**config.mk**
```make
export PLATFORM = sky130hd
export DESIGN_NAME = pqck_ram
export DESIGN_NICKNAME = d
export VERILOG_FILES = /design/src/rtl/core/pqck_ram.sv
export SDC_FILE = /design/constraint.sdc
export NUM_CORES = 1
export LEC_CHECK = 0
export ABC_AREA = 1
export BUFFER_PORTS_ARGS = -buffer_cell sky130_fd_sc_hd__buf_2
export CORE_ASPECT_RATIO = 0.5
export CORE_MARGIN = 2
export CORE_UTILIZATION = 50
export CTS_BUF_LIST = sky130_fd_sc_hd__clkbuf_8
export CTS_CLUSTER_SIZE = 20
export DETAILED_ROUTE_END_ITERATION = 7
export PLACE_DENSITY = 0.67
export SYNTH_ARGS = -nofsm -noshare
export SYNTH_HDL_FRONTEND = slang
export SYNTH_SLANG_ARGS = --single-unit
```
**constraint.sdc**
```tcl
create_clock -name clk -period 1.2 [get_ports clk]
set_input_delay 0.06 -clock clk [delete_from_list [all_inputs] [get_ports clk]]
set_output_delay 0.06 -clock clk [all_outputs]
set_load 0.005 [all_outputs]
```
**src/rtl/core/pqck_ram.sv**
```systemverilog
module pqck_ram #(
  parameter int WIDTH = 8,
  parameter int DEPTH = 16
) (
  input  logic                     clk,
  input  logic                     we,
  input  logic [$clog2(DEPTH)-1:0] waddr,
  input  logic [WIDTH-1:0]         wdata,
  input  logic [$clog2(DEPTH)-1:0] raddr,
  output logic [WIDTH-1:0]         rdata
);

  logic [WIDTH-1:0] mem [DEPTH];

  always_ff @(posedge clk) begin
    if (we) begin
      mem[waddr] <= wdata;
    end
    rdata <= mem[raddr];
  end

endmodule

```
==> impl_metrics.env <==
export IMPL_timing_worst_slew_pin_value_ns=0.372
export IMPL_cts_repair_resized=0
export IMPL_worst_r2r_cell_count=6
export IMPL_gp_congestion=0.836
export IMPL_crit_arrival_ns=1.45
export IMPL_cts_tree="yes"
export IMPL_die_h_um=79.9
export IMPL_yosysMostFrequentCell="sky130_fd_sc_hd__nand2_1"
export IMPL_die_area_um2=12500
export IMPL_worst_clock_skew_ns=0.0102
export IMPL_fin_crit_sh_pct=93.0
export IMPL_r2r_slack_ns=0.15
export IMPL_rsz_0062_raised_after_global_routing="no"
export IMPL_hold_path_class="primary input to register"
export IMPL_cp_end_kind="register"
export IMPL_timing_endpoint_of_the_critical_path="rdata[3]$_DFF_P_"
export IMPL_die_x_um=156
export IMPL_cts_buffers_inserted=17
export IMPL_clock_power_share_pct=37.6
export IMPL_cell_rows=27
export IMPL_max_stage_delay_ns=0.53
export IMPL_number_of_warnings_printed_during_yosys_synthesis=0
export IMPL_ios=26
export IMPL_timing_max_cap_violations=0
export IMPL_grt_ovfl_total=0
export IMPL_max_clock_freq_mhz=896
export IMPL_final_net_count=618
export IMPL_grt_util_all_layers_pct=23.4
export IMPL_antenna_cells=0
export IMPL_timing_worst_setup_path_type="primary input to register"
export IMPL_synth_nets=569
export IMPL_timing_critical_path_max_delay_family="buffers and inverters"
export IMPL_clk_insertion_delay_late_ns=0.44
export IMPL_switching_share_pct=23.2
export IMPL_floorplan_core_area_um2=11100
export IMPL_timing_critical_path_mode_cell="sky130_fd_sc_hd__nand3_1"
export IMPL_status="finished clean"
export IMPL_crit_chain="dlygate4sd3_1 > buf_2 > inv_1 > buf_12 > nand3_1 > nand3_1 > nand2_1"
export IMPL_synthDominantAreaCellType="sky130_fd_sc_hd__edfxtp_1"
export IMPL_detailed_place_hpwl_um=8640
export IMPL_routedWlPerCell_um=17.8
export IMPL_flow_area_growth_from_synthesis_pct=13.8
export IMPL_antenna_found_initial=0
export IMPL_grt_start_max_net_pins=51
export IMPL_power_static_leakage_nw=2.89
export IMPL_setup_viol_count_final=0
export IMPL_worst_case_setup_slack_after_placement_ns=0.0474
export IMPL_setup_worst_path_start="raddr[2]"
export IMPL_clock_tree_root="sky130_fd_sc_hd__clkbuf_8"
export IMPL_drc=0
export IMPL_synthFlopType="sky130_fd_sc_hd__edfxtp_1"
export IMPL_first_global_vias=3648
export IMPL_maxSlewViolCount=0
export IMPL_worst_path_buf_inv=4
export IMPL_vdd_ir_drop_worst_v=0.000655
export IMPL_min_path_cells=1
export IMPL_fin_hold_viols=0
export IMPL_grt_first_pass_wirelength_um=20900
export IMPL_cp_max_fo=16
export IMPL_timing_max_slew_rel_slack_pct=75.2
export IMPL_netlist_area_um2=5770
export IMPL_synth_sequential_area_ratio_pct=69.4
export IMPL_yosysUniqueCellTypes=12
export IMPL_number_of_synthesized_flops_with_an_enable_pin=128
export IMPL_number_of_synthesized_register_bits=136
export IMPL_avgSynthCellArea_um2=10.5
export IMPL_initial_utilization_pct=51.9
export IMPL_top_area_cell_type_share_of_the_netlist_area_pct=66.7
export IMPL_r2r_end="rdata[3]$_DFF_P_"
export IMPL_startpoint_kind_of_the_worst_setup_timing_path="primary input"
export IMPL_p_per_area_nw_per_um2=1470
export IMPL_cts_sinks=136
export IMPL_async_reset_ff_share_pct=0
export IMPL_final_critical_path_setup_slack_ns=0.0843
export IMPL_drt_pass1_iter_count=5
export IMPL_drive_above_1_share_pct=13.4
export IMPL_cp_depth=7
export IMPL_internal_power_mw=7.43
export IMPL_total_switching_power_mw=2.24
export IMPL_buffer_ports_inserted=25
export IMPL_synth_top_cells_by_count="173 x sky130_fd_sc_hd__nand2_1, 128 x sky130_fd_sc_hd__edfxtp_1, 100 x sky130_fd_sc_hd__inv_1"
export IMPL_via_count=3973
export IMPL_routed_wirelength_um=13500
export IMPL_netlist_top_cells_area="sky130_fd_sc_hd__edfxtp_1 67%, sky130_fd_sc_hd__nand2_1 11%, sky130_fd_sc_hd__nand3_1 8.4%, sky130_fd_sc_hd__inv_1 6.5%, sky130_fd_sc_hd__dfxtp_1 2.8%"
export IMPL_timing_critical_path_required_ns=1.54
export IMPL_ratio_of_routed_vias_to_standard_cells=5.24
export IMPL_worst_setup_hold_path_clk_slew_ns=0.08
export IMPL_synth_cells=551
export IMPL_fin_crit_ns=1.12
export IMPL_part_of_the_power_in_registers_pct=55.2
export IMPL_cpMaxStageDelayCell="sky130_fd_sc_hd__dlygate4sd3_1"
export IMPL_placedInstanceArea_um2=6180
export IMPL_crit_reg_reg_startpoint="mem[1][3]$_DFFE_PP_"
export IMPL_cts_htree_levels=4
export IMPL_post_cts_repair_setup_buffers=0
export IMPL_setup_tns_ns=0
export IMPL_power_combinational_fraction_pct=7.2
export IMPL_cts_max_path_buffers=2
export IMPL_antenna_left=0
export IMPL_fin_area_um2=6570
export IMPL_drt_initial_drc_count=439
area by class of cell:
cell class / instances / area, um2
Timing Repair Buffer: 54 / 408
Fill cell: 906 / 4550
Clock buffer: 19 / 262
Clock inverter: 13 / 114
Tap cell: 145 / 181
Inverter: 102 / 383
Multi-Input combinational cell: 289 / 1210
Sequential cell: 136 / 4000
cell families after synthesis:
logic type | count (synthesis) | share of synthesized area [%]
buf+inv | 126 | 9.52
flops | 136 | 69.4
simple gates | 289 | 21.0
sequential cells by signal (all words and copies together) (netlist names):
name,flops
rdata,8
mem,128
timing repair:
action                                 4_1_cts  5_1_grt
endpoints found under the hold margin        1        0
hold buffers                                 1        0
setup endpoints to repair                    0        0
stage by stage:
step	instances	util, %	hold slack (ns)	power (mW)
final	758	59.1	0.0297	9.67
after global routing	758	59.1	0.0153	9.95
after CTS	758	59.1	0.0180	9.69
after detailed placement	725	55.6	0.437	6.13
after global placement	725	55.6	0.437	6.12
after floorplan	551	-	0.159	5.81
power by group through the flow:
stage / Sequential, mW / Clock, mW / Combinational [mW]
2_1_floorplan: 5.44 / 0 / 0.375
3_3_place_gp: 5.44 / 0 / 0.676
3_5_place_dp: 5.44 / 0 / 0.689
4_1_cts: 5.34 / 3.66 / 0.695
5_1_grt: 5.34 / 3.84 / 0.769
6_report: 5.34 / 3.63 / 0.700
metal layers:
metal,track usage [%],share of wire [%],vias up
met4,6.61,1.3,0
met1,34.0,45,1907
li1,-,-,1869
met5,0,0,-
met3,7.38,9.5,19
met2,34.2,44,178
worst min-delay path by stage:
stage                     endpoint             start  slack (ns)
6_report       mem[2][2]$_DFFE_PP_          wdata[2]        0.03
5_1_grt        mem[2][2]$_DFFE_PP_          wdata[2]        0.02
3_3_place_gp              rdata[1]  rdata[1]$_DFF_P_        0.44
4_1_cts        mem[2][2]$_DFFE_PP_          wdata[2]        0.02
3_5_place_dp              rdata[6]  rdata[6]$_DFF_P_        0.44
2_1_floorplan  mem[0][0]$_DFFE_PP_          wdata[0]        0.16
placed cells by master, fill, tap and decap left out, drive strengths merged:
cell	count
buf	53
bufinv	2
clkbuf	19
clkinv	6
clkinvlp	2
dfxtp	8
dlygate4sd3	1
edfxtp	128
inv	105
nand2	173
nand3	97
nand3b	2
nor2	17
Power figures use the tool's default switching activity.
